File: config.mk
export PLATFORM = sky130hd
export DESIGN_NAME = bresenham_line_pixel_writer_core
export DESIGN_NICKNAME = d
export VERILOG_FILES = /design/src/rtl/core/bln_pkg.sv /design/src/rtl/core/bln_addr_pipe.sv /design/src/rtl/core/bresenham_line_pixel_writer_core.sv
export SDC_FILE = /design/constraint.sdc
export NUM_CORES = 1
export LEC_CHECK = 0
export BUFFER_PORTS_ARGS = -buffer_cell sky130_fd_sc_hd__buf_2
export CAP_MARGIN = 10
export CORE_AREA = 2 2 240 242
export CTS_CLUSTER_DIAMETER = 30
export CTS_CLUSTER_SIZE = 8
export DETAILED_ROUTE_END_ITERATION = 16
export DIE_AREA = 0 0 242 244
export PLACE_DENSITY = 0.67
export SLEW_MARGIN = 20
export SYNTH_ARGS = -nofsm -noshare
export SYNTH_HDL_FRONTEND = slang
export SYNTH_SLANG_ARGS = --single-unit
File: constraint.sdc
create_clock -name i_clk -period 11.6 [get_ports i_clk]
set_input_delay 3.48 -clock i_clk [delete_from_list [all_inputs] [get_ports i_clk]]
set_output_delay 3.48 -clock i_clk [all_outputs]
set_load 0.05 [all_outputs]
File: src/rtl/core/bln_pkg.sv
// ---------------------------------------------------------------------------
// bln_pkg
// Shared types and constants of the line rasterizer: register indexes,
// register widths and reset values, color and pixel attribute types.
// ---------------------------------------------------------------------------
`default_nettype none

package bln_pkg;

    // coordinate width default
    localparam int COORD_BITS_DEF = 12;

    // framebuffer address width
    localparam int ADDR_W = 32;

    // register widths
    localparam int OFS_W      = 12;
    localparam int PB_W       = 4;
    localparam int STRIDE_W   = 16;
    localparam int CFG_DATA_W = 16;
    localparam int CFG_IDX_W  = 2;

    // register reset values
    localparam logic [OFS_W-1:0]    X_OFFSET_RST    = '0;
    localparam logic [OFS_W-1:0]    Y_OFFSET_RST    = '0;
    localparam logic [PB_W-1:0]     PIXEL_BYTES_RST = 4'd4;
    localparam logic [STRIDE_W-1:0] LINE_STRIDE_RST = 16'd5464;

    // register indexes
    typedef enum logic [CFG_IDX_W-1:0] {
        REG_X_OFFSET    = 2'd0,
        REG_Y_OFFSET    = 2'd1,
        REG_PIXEL_BYTES = 2'd2,
        REG_LINE_STRIDE = 2'd3
    } t_cfg_reg;

    // line color
    typedef struct packed {
        logic [7:0] red;
        logic [7:0] green;
        logic [7:0] blue;
        logic [7:0] alpha;
    } t_rgba;

    // everything of a pixel write except its address
    typedef struct packed {
        t_rgba color;
        logic  last;
    } t_pix_attr;

    // address configuration handed to the address pipeline
    typedef struct packed {
        logic [OFS_W-1:0]    x_offset;
        logic [OFS_W-1:0]    y_offset;
        logic [PB_W-1:0]     pixel_bytes;
        logic [STRIDE_W-1:0] line_stride;
    } t_addr_cfg;

endpackage

`default_nettype wire

File: src/rtl/core/bln_addr_pipe.sv
// ---------------------------------------------------------------------------
// bln_addr_pipe
// Three-stage pixel address pipeline: coordinate capture, offset add and
// multiply by pixel size and stride, final add into the output register.
// ---------------------------------------------------------------------------
`default_nettype none

module bln_addr_pipe #(
    parameter int COORD_BITS = 12
) (
    input  wire                          i_clk,
    input  wire                          i_rst_n,
    input  wire bln_pkg::t_addr_cfg      i_cfg,
    input  wire                          i_pix_valid,
    output logic                         o_pix_ready,
    input  wire [COORD_BITS-1:0]         i_pix_x,
    input  wire [COORD_BITS-1:0]         i_pix_y,
    input  wire bln_pkg::t_pix_attr      i_pix_attr,
    output logic                         o_out_valid,
    input  wire                          i_out_ready,
    output logic [bln_pkg::ADDR_W-1:0]   o_addr,
    output bln_pkg::t_pix_attr           o_attr
);
    import bln_pkg::*;

    localparam int SUM_W = ((COORD_BITS > OFS_W) ? COORD_BITS : OFS_W) + 1;
    localparam int COL_W = SUM_W + PB_W;
    localparam int ROW_W = SUM_W + STRIDE_W;

    // stage 1: captured coordinates
    logic                  r_v1;
    logic [COORD_BITS-1:0] r_x1;
    logic [COORD_BITS-1:0] r_y1;
    t_pix_attr             r_attr1;

    // stage 2: column and row products
    logic                  r_v2;
    logic [ADDR_W-1:0]     r_col2;
    logic [ADDR_W-1:0]     r_row2;
    t_pix_attr             r_attr2;

    // stage 3: output register
    logic                  r_v3;
    logic [ADDR_W-1:0]     r_addr3;
    t_pix_attr             r_attr3;

    logic                  rdy1;
    logic                  rdy2;
    logic                  rdy3;
    logic [SUM_W-1:0]      sum_x;
    logic [SUM_W-1:0]      sum_y;
    logic [COL_W-1:0]      col_full;
    logic [ROW_W-1:0]      row_full;

    // per-stage advance, a stage moves when the next one has room
    assign rdy3 = !r_v3 || i_out_ready;
    assign rdy2 = !r_v2 || rdy3;
    assign rdy1 = !r_v1 || rdy2;
    assign o_pix_ready = rdy1;

    // panned coordinates and products
    assign sum_x    = SUM_W'(r_x1) + SUM_W'(i_cfg.x_offset);
    assign sum_y    = SUM_W'(r_y1) + SUM_W'(i_cfg.y_offset);
    assign col_full = COL_W'(sum_x) * COL_W'(i_cfg.pixel_bytes);
    assign row_full = ROW_W'(sum_y) * ROW_W'(i_cfg.line_stride);

    // valid bits
    always_ff @(posedge i_clk) begin
        if (!i_rst_n) begin
            r_v1 <= 1'b0;
            r_v2 <= 1'b0;
            r_v3 <= 1'b0;
        end else begin
            if (rdy1) begin
                r_v1 <= i_pix_valid;
            end
            if (rdy2) begin
                r_v2 <= r_v1;
            end
            if (rdy3) begin
                r_v3 <= r_v2;
            end
        end
    end

    // payload registers
    always_ff @(posedge i_clk) begin
        if (rdy1 && i_pix_valid) begin
            r_x1    <= i_pix_x;
            r_y1    <= i_pix_y;
            r_attr1 <= i_pix_attr;
        end
        if (rdy2 && r_v1) begin
            r_col2  <= ADDR_W'(col_full);
            r_row2  <= ADDR_W'(row_full);
            r_attr2 <= r_attr1;
        end
        if (rdy3 && r_v2) begin
            r_addr3 <= r_col2 + r_row2;
            r_attr3 <= r_attr2;
        end
    end

    assign o_out_valid = r_v3;
    assign o_addr      = r_addr3;
    assign o_attr      = r_attr3;

endmodule

`default_nettype wire

File: src/rtl/core/bresenham_line_pixel_writer_core.sv
// Results: a step item's pixel write passes through the capture, product and
//   output registers of the address pipeline; a load item gives no result.
// Throughput: one item per cycle while the output is not stalled; each step
//   updates the line state, and the address product and sum run in a three-stage pipeline.
// Reset (synchronous, active low): no active line, pipeline empty, registers
//   back to offsets 0, 4 bytes per pixel, stride 5464.
// ---------------------------------------------------------------------------
// bresenham_line_pixel_writer_core
// Bresenham line stepper with framebuffer byte address generation.
// ---------------------------------------------------------------------------
`default_nettype none

module bresenham_line_pixel_writer_core #(
    parameter int COORD_BITS = bln_pkg::COORD_BITS_DEF
) (
    input  wire                               i_clk,
    input  wire                               i_rst_n,
    // configuration write port
    input  wire                               i_cfg_we,
    input  wire [bln_pkg::CFG_IDX_W-1:0]      i_cfg_index,
    input  wire [bln_pkg::CFG_DATA_W-1:0]     i_cfg_data,
    // input items
    input  wire                               i_in_valid,
    output logic                              o_in_ready,
    input  wire                               i_action,
    input  wire [COORD_BITS-1:0]              i_x_start,
    input  wire [COORD_BITS-1:0]              i_y_start,
    input  wire [COORD_BITS-1:0]              i_x_end,
    input  wire [COORD_BITS-1:0]              i_y_end,
    input  wire [7:0]                         i_red,
    input  wire [7:0]                         i_green,
    input  wire [7:0]                         i_blue,
    input  wire [7:0]                         i_alpha,
    // result items
    output logic                              o_out_valid,
    input  wire                               i_out_ready,
    output logic [bln_pkg::ADDR_W-1:0]        o_byte_address,
    output logic [7:0]                        o_out_blue,
    output logic [7:0]                        o_out_green,
    output logic [7:0]                        o_out_red,
    output logic [7:0]                        o_out_alpha,
    output logic                              o_last_pixel
);
    import bln_pkg::*;

    localparam int ERR_W = COORD_BITS + 2;
    localparam int E2_W  = COORD_BITS + 3;

    // configuration registers
    t_addr_cfg r_cfg;

    // line state
    logic                     r_busy;
    logic [COORD_BITS-1:0]    r_cur_x;
    logic [COORD_BITS-1:0]    r_cur_y;
    logic [COORD_BITS-1:0]    r_tgt_x;
    logic [COORD_BITS-1:0]    r_tgt_y;
    logic [COORD_BITS-1:0]    r_dx;
    logic signed [COORD_BITS:0] r_ndy;
    logic                     r_sx_neg;
    logic                     r_sy_neg;
    logic signed [ERR_W-1:0]  r_err;
    t_rgba                    r_color;

    logic                     acc;
    logic                     pix_valid;
    logic                     at_end;
    logic [COORD_BITS-1:0]    ld_dx;
    logic [COORD_BITS-1:0]    ld_dy;
    logic signed [E2_W-1:0]   e2;
    logic signed [E2_W-1:0]   ndy_ext;
    logic signed [E2_W-1:0]   dx_ext;
    logic                     step_x;
    logic                     step_y;
    logic signed [E2_W-1:0]   n_err;
    logic [COORD_BITS-1:0]    n_x;
    logic [COORD_BITS-1:0]    n_y;
    t_pix_attr                pix_attr;
    t_pix_attr                out_attr;

    // configuration writes
    always_ff @(posedge i_clk) begin
        if (!i_rst_n) begin
            r_cfg.x_offset    <= X_OFFSET_RST;
            r_cfg.y_offset    <= Y_OFFSET_RST;
            r_cfg.pixel_bytes <= PIXEL_BYTES_RST;
            r_cfg.line_stride <= LINE_STRIDE_RST;
        end else if (i_cfg_we) begin
            unique case (t_cfg_reg'(i_cfg_index))
                REG_X_OFFSET:    r_cfg.x_offset    <= i_cfg_data[OFS_W-1:0];
                REG_Y_OFFSET:    r_cfg.y_offset    <= i_cfg_data[OFS_W-1:0];
                REG_PIXEL_BYTES: r_cfg.pixel_bytes <= i_cfg_data[PB_W-1:0];
                REG_LINE_STRIDE: r_cfg.line_stride <= i_cfg_data[STRIDE_W-1:0];
                default:         r_cfg             <= r_cfg;
            endcase
        end
    end

    // handshake, a step on an active line emits one pixel
    assign acc       = i_in_valid && o_in_ready;
    assign pix_valid = acc && i_action && r_busy;

    // load-time deltas
    assign ld_dx = (i_x_start > i_x_end) ? (i_x_start - i_x_end) : (i_x_end - i_x_start);
    assign ld_dy = (i_y_start > i_y_end) ? (i_y_start - i_y_end) : (i_y_end - i_y_start);

    // bresenham step decision
    assign at_end  = (r_cur_x == r_tgt_x) && (r_cur_y == r_tgt_y);
    assign e2      = E2_W'(r_err) <<< 1;
    assign ndy_ext = E2_W'(r_ndy);
    assign dx_ext  = E2_W'({1'b0, r_dx});
    assign step_x  = (e2 >= ndy_ext);
    assign step_y  = (e2 <= dx_ext);
    assign n_err   = E2_W'(r_err) + (step_x ? ndy_ext : '0) + (step_y ? dx_ext : '0);
    assign n_x     = r_sx_neg ? (r_cur_x - 1'b1) : (r_cur_x + 1'b1);
    assign n_y     = r_sy_neg ? (r_cur_y - 1'b1) : (r_cur_y + 1'b1);

    // line state: control
    always_ff @(posedge i_clk) begin
        if (!i_rst_n) begin
            r_busy <= 1'b0;
        end else if (acc) begin
            if (!i_action) begin
                r_busy <= 1'b1;
            end else if (r_busy && at_end) begin
                r_busy <= 1'b0;
            end
        end
    end

    // line state: coordinates, deltas and error term
    always_ff @(posedge i_clk) begin
        if (!i_rst_n) begin
            r_cur_x  <= '0;
            r_cur_y  <= '0;
            r_tgt_x  <= '0;
            r_tgt_y  <= '0;
            r_dx     <= '0;
            r_ndy    <= '0;
            r_sx_neg <= 1'b0;
            r_sy_neg <= 1'b0;
            r_err    <= '0;
            r_color  <= '0;
        end else if (acc && !i_action) begin
            r_cur_x  <= i_x_start;
            r_cur_y  <= i_y_start;
            r_tgt_x  <= i_x_end;
            r_tgt_y  <= i_y_end;
            r_dx     <= ld_dx;
            r_ndy    <= -$signed({1'b0, ld_dy});
            r_sx_neg <= !(i_x_start < i_x_end);
            r_sy_neg <= !(i_y_start < i_y_end);
            r_err    <= $signed(ERR_W'(ld_dx)) - $signed(ERR_W'(ld_dy));
            r_color  <= '{red: i_red, green: i_green, blue: i_blue, alpha: i_alpha};
        end else if (pix_valid && !at_end) begin
            r_err <= ERR_W'(n_err);
            if (step_x) begin
                r_cur_x <= n_x;
            end
            if (step_y) begin
                r_cur_y <= n_y;
            end
        end
    end

    // pixel attributes of the current point
    assign pix_attr = '{color: r_color, last: at_end};

    // address pipeline and output register
    bln_addr_pipe #(
        .COORD_BITS (COORD_BITS)
    ) u_addr_pipe (
        .i_clk       (i_clk),
        .i_rst_n     (i_rst_n),
        .i_cfg       (r_cfg),
        .i_pix_valid (pix_valid),
        .o_pix_ready (o_in_ready),
        .i_pix_x     (r_cur_x),
        .i_pix_y     (r_cur_y),
        .i_pix_attr  (pix_attr),
        .o_out_valid (o_out_valid),
        .i_out_ready (i_out_ready),
        .o_addr      (o_byte_address),
        .o_attr      (out_attr)
    );

    assign o_out_blue   = out_attr.color.blue;
    assign o_out_green  = out_attr.color.green;
    assign o_out_red    = out_attr.color.red;
    assign o_out_alpha  = out_attr.color.alpha;
    assign o_last_pixel = out_attr.last;

endmodule

`default_nettype wire

Yosys cells after proc, flatten, opt, wreduce, memory -nomap -nowiden
Cells that the tools add are included.

word-level totals
  word-level logic and storage cells = 117
  ROM bits = 0
  output and inout bits = 67
  memory bits (writable) = 0
  memories kept = 0
  bits in registers = 370
  latch bits = 0

operators by class
  equal/unequal tests = 6
  reduce and logical (&&, ||, !) cells = 31
  add/sub/neg operators = 15
  divide/modulo/power cells = 0
  bitwise gates (word level) = 0
  shift-type cells = 0
  $mul = 2
  magnitude comparators = 6
  mux-type cells = 16

operators with widths
  cell                                                count
  two-way mux 12 bit                                  11
  subtractor 12 bit                                   4
  two-way mux 14 bit                                  3
  adder 17 x 29 -> 30 bit                             1
  multiplier 13 x 16 -> 29 bit                        1
  adder 12 x 12 -> 13 bit                             2
  adder 12 x 1 -> 12 bit, second input constant       2
  equality test 12 bit                                2
  > comparator 12 bit                                 2
  < comparator 12 bit                                 2
  subtractor 12 x 1 -> 12 bit, second input constant  2
  multiplier 13 x 4 -> 17 bit                         1
  >= comparator 15 x 13 -> 1 bit                      1
  less-or-equal comparator 15 x 13 -> 1 bit           1
  adder 14 x 12 -> 14 bit                             1
  adder 14 bit                                        1
  AND reduction 2 bit                                 7
  negator 12 -> 13 bit                                1
  subtractor 12 x 12 -> 13 bit                        1
  logical AND 1 bit                                   10
  logical NOT 1 bit                                   7
  nonzero test 2 bit                                  3
  equality test 2 bit, second input constant          2
  logical OR 1 bit                                    3
  other kinds (4)                                     5

Depth between registers and ports, before layout
  depth after elaboration = 10
  depth in mapped cells = 33
  mapped depth without buffers = 32

Cells and area by module
From an unflattened synthesis, not the netlist that was laid out.

second synthesis, totals
  cell total of the unflattened synthesis = 2913
  area total of the unflattened synthesis = 27839.2 um^2

modules (own cells, without submodules)
  module                            area each (um^2)  instances  cells an instance
  bln_addr_pipe                     16304.4           1          1476
  bresenham_line_pixel_writer_core  11534.8           1          1437

Worst setup path after synthesis
No wires, ideal clock.

  path kind = in2reg
  from = input i_out_ready
  to = register u_addr_pipe.r_attr2[0] (netlist bit), enable pin
  data arrival time = 9301 ps
  library setup time = 637 ps
  path slack = 1661 ps
  path buffers = 0
  stages = 2
  data required time = 10963 ps
  path through = nor2b_1 > a21boi_0

on the way
  longest elaborated chain between the ends = 3

ends and longest elaborated chain
  element               RTL line                                source
  start, declared       bresenham_line_pixel_writer_core.sv:36  input wire i_out_ready,
  logical OR 1 bit      bln_addr_pipe.sv:56                     assign rdy3 = !r_v3 || i_out_ready;
  logical OR 1 bit      bln_addr_pipe.sv:57                     assign rdy2 = !r_v2 || rdy3;
  logical AND 1 bit     bln_addr_pipe.sv:93                     if (rdy2 && r_v1) begin
  end signal, assigned  bln_addr_pipe.sv:96                     r_attr2 <= r_attr1;
  end, declared         bln_addr_pipe.sv:40                     t_pix_attr r_attr2;

Every way passes these cells.
A chain may end at the register's enable or synchronous reset.

Worst setup path after layout
  from = register u_addr_pipe.r_y1[0]
  to = register u_addr_pipe.r_row2[25], data pin

on the way
  longest elaborated chain between the ends = 2

ends and longest elaborated chain
  element                             RTL line             source
  start, declared                     bln_addr_pipe.sv:33  logic [COORD_BITS-1:0] r_y1;
  start signal, assigned              bln_addr_pipe.sv:90  r_y1 <= i_pix_y;
  adder 12 x 12 -> 13 bit             bln_addr_pipe.sv:63  assign sum_y = SUM_W'(r_y1) + SUM_W'(i_cfg.y_offset);
  multiplier 13 x 16 -> 29 bit        bln_addr_pipe.sv:65  assign row_full = ROW_W'(sum_y) * ROW_W'(i_cfg.line_stride);
  named net u_addr_pipe.row_full[25]  bln_addr_pipe.sv:53  logic [ROW_W-1:0] row_full;
  end signal, assigned                bln_addr_pipe.sv:95  r_row2 <= ADDR_W'(row_full);
  end, declared                       bln_addr_pipe.sv:39  logic [ADDR_W-1:0] r_row2;

The timed path passes the listed nets, and every way through them passes these cells.

==> key figures <==
STA
  • Worst slew pin tran: 1180 ps
  • RSZ-0062 raised after global routing: no
  • Number of max-slew violations in the final report: 0
  • Total count of hold-check failures in the final report: 0
  • Achievable Freq: 121 MHz
  • Final critical-path share of the clock period: 0.714
  • Period minus WS final: 8280 ps
  • Worst rel slew slack: 0.215
  • Worst clock skew on the final layout: 32.9 ps
  • Final setup violation count: 0
  • Aggregate negative setup slack: 0 ps

Pwr
  • IR drop worst, VDD: 0.194 mV
  • Power per standard cell area: 203 mW/mm²
  • Static leakage: 0.0148 µW

Synthesis
  • Mapped Avg Cell Area: 9.49 µm²
  • Sequential-to-total area share from yosys stat: 0.335
  • Post-synthesis cell area: 0.0279 mm²
  • Most area-consuming cells after synthesis: edfxtp_1 21%, fa_1 14%, dfxtp_1 12%
  • Most instantiated library cell after synthesis: nand2_1
  • Number of enable flip-flop cells after synthesis: 199
  • Count of state elements after synthesis: 368
  • Instance count of the mapped netlist: 2941
  • Most numerous cell types in the synthesized netlist: 425 x nand2_1, 364 x inv_1, 253 x ha_1
  • Count of distinct cell types in the synthesized netlist: 85
  • Top_reg_cell synth: edfxtp_1
  • Syn. warnings: 0
  • Cell accounting for the most synthesized area: edfxtp_1
  • Yosys top cell area share: 0.214
  • Async set or reset register ratio after synthesis: 0

Clocking
  • Resized Gates After CTS: 0
  • Clock slew seen by the registers of the worst setup and hold paths: 50 ps
  • Hold buffers post-CTS: 0
  • TritonCTS clock tree: yes
  • Insertion delay to the later sink of the worst-skew pair: 620 ps
  • Clock root buffer: clkbuf_16
  • Number of H-tree levels: 3
  • Clock buffer count from CTS: 92
  • Maximum buffer depth of the clock tree: 3
  • Post-CTS repair timing setup buffer count: 0
  • Sinks on Clock Net: 368

Worst setup path
  • Slowest Stage Delay on Critical Path: 990 ps
  • Most repeated library cell on the critical path: fa_1
  • Beginning of the worst register-to-register path: u_addr_pipe.r_y1[0]
  • Cell with the biggest individual delay on the critical path: o311ai_2
  • Kind of critical path: flop to flop
  • Worst setup path startpoint: u_addr_pipe.r_y1[0]
  • Startpoint kind of the worst setup timing path: flop
  • Category of the worst setup path capture point: flop
  • Worst Path Max Fanout: 16
  • Required time of the worst setup path: 11940 ps
  • CP arrival: 8610 ps

Floorplanning
  • Area of the core: 0.0562 mm²
  • Floorplan die width: 242 µm
  • Floorplan die area: 0.0590 mm²
  • Chip Height: 244 µm
  • Number of ports placed on the die boundary: 171
  • Total number of placement rows: 87
  • Initial core utilization: 0.497

Route
  • DRC violations left: 0
  • Overall via count from detail_route: 21800
  • Post-route antenna net violation count: 0
  • First-pass iteration count of the detailed router: 8
  • 1st-iter DRT viols: 1301
  • Final wirelength: 73300 µm
  • Routed wirelength normalized by instance count: 18.6 µm
  • Routed vias/inst: 5.53

Layout
  • Fin nets: 3672
  • Number of cells in the finished layout apart from fillers: 3948
  • Syn-to-layout area delta: 17.3%
  • Fraction of final layout cells sized beyond drive strength 1: 0.121

GRT
  • Maximum number of pins on one net before global-route repair: 85
  • GR Util All Layers: 0.249
  • Leftover overflow at the end of global routing: 0
  • Via count of the first global-routing pass: 22200
  • Number of antenna violations at the first check in global routing: 3
  • First-pass GRT wire length: 117000 µm

Flow run
  • Max-cap violation count: 0

Placement
  • Global placement routability congestion: 0.915
  • Sum of net half-perimeters after detailed placement: 54800 µm
  • Count of placed standard cells including taps: 3777
  • Count of buffers inserted at the top-level ports: 168

Run status
  • Status: completed

Min path
  • Hold_sp: u_addr_pipe.r_attr1[0]
  • HP Class: flop to flop
-- per-layer routing --
| layer | wire (µm) | GRT usage | up-vias |
|---|---|---|---|
| met3 | 4610 | 0.0468 | 193 |
| met4 | 3120 | 0.108 | 0 |
| li1 | - | - | 10300 |
| met5 | 0 | 0 | - |
| met2 | 36000 | 0.431 | 773 |
| met1 | 29500 | 0.305 | 10600 |
-- flip-flops by register name (all words and copies together) (netlist names), 12 cells and up --
name	count
u_addr_pipe.r_attr1	33
u_addr_pipe.o_addr	30
r_ndy	13
r_cur_x	12
r_err	14
r_dx	12
u_addr_pipe.r_row2	29
u_addr_pipe.o_attr	33
u_addr_pipe.r_attr2	33
r_cur_y	12
pix_attr	32
r_tgt_x	12
r_tgt_y	12
u_addr_pipe.r_col2	17
r_cfg	44
u_addr_pipe.r_x1	12
u_addr_pipe.r_y1	12
-- through the flow --
| step | power, µW | hold WS (ps) | util | worst slack (ps) | instance area, µm² |
|---|---|---|---|---|---|
| 3_3_place_gp | 3940 | 400 | 0.525 | 3330 | 29500 |
| 6_report | 6650 | 411 | 0.583 | 3320 | 32700 |
| 4_1_cts | 6690 | 412 | 0.583 | 3340 | 32700 |
| 5_1_grt | 7090 | 415 | 0.583 | 2930 | 32700 |
| 3_5_place_dp | 4010 | 405 | 0.525 | 3270 | 29500 |
| 2_1_floorplan | 3460 | 400 | - | 1660 | 27900 |
-- cell type report --
cell class / instances / area (µm²)
fill: 4843 / 23400
clock buffer: 130 / 2640
inverter: 365 / 1370
clock inverter: 39 / 603
antenna: 1 / 2.50
sequential: 368 / 9360
tap: 756 / 946
multi-input combinational: 2103 / 16800
timing repair buffer: 186 / 973
-- kinds of logic after synthesis --
family,count (synthesis),synth area share
multiplexers,49,0.0180
buffers and inverters,471,0.0643
XOR/XNOR,153,0.0488
other,1,0.000134
flip-flops,368,0.335
AND/OR/NAND/NOR,904,0.154
adder cells (fa/ha/maj),452,0.256
AO/OA/AOI/OAI,543,0.124
-- worst paths after layout --
check,end,slack [ps],cells after the start
setup / recovery,u_addr_pipe.r_row2[25],3320,29
hold / removal,u_addr_pipe.r_attr2[0],410,0
setup reg to reg,u_addr_pipe.r_row2[25],3320,29
hold reg to reg,u_addr_pipe.r_attr2[0],410,0
-- cell usage in the layout, fill, tap and decap left out, types with 17 or more instances in the layout --
cell,n
nand2_1,425
inv_1,363
ha_1,253
a21oi_1,210
fa_1,199
edfxtp_1,199
buf_2,169
dfxtp_1,169
nor2_1,123
o21ai_0,97
xnor2_1,97
and2_1,93
clkbuf_16,93
nand2b_1,50
xor2_1,50
nand3_1,46
nor3_1,39
mux2i_1,39
a21o_1,36
nor2b_1,33
and3_1,31
a211oi_1,27
o21a_1,22
a21boi_0,20
clkbuf_1,20
clkbuf_8,17
buf_4,17
-- power breakdown --
group          internal [µW]  switching [µW]  total (µW)  leakage, µW
Combinational           1020            1430        2440       0.0101
Sequential              1530            60.8        1590      0.00324
Clock                   1840             783        2620      0.00154
-- critical path: cells and delay by family (launching register included) --
| kind | cells | cell delay (ps) |
|---|---|---|
| compound gates | 11 | 2950 |
| buf+inv | 3 | 170 |
| xor+xnor | 1 | 100 |
| flops | 1 | 390 |
| fa+ha+maj | 8 | 3370 |
| simple gates | 6 | 1020 |
Note: power is estimated with default switching activity, not from simulation.
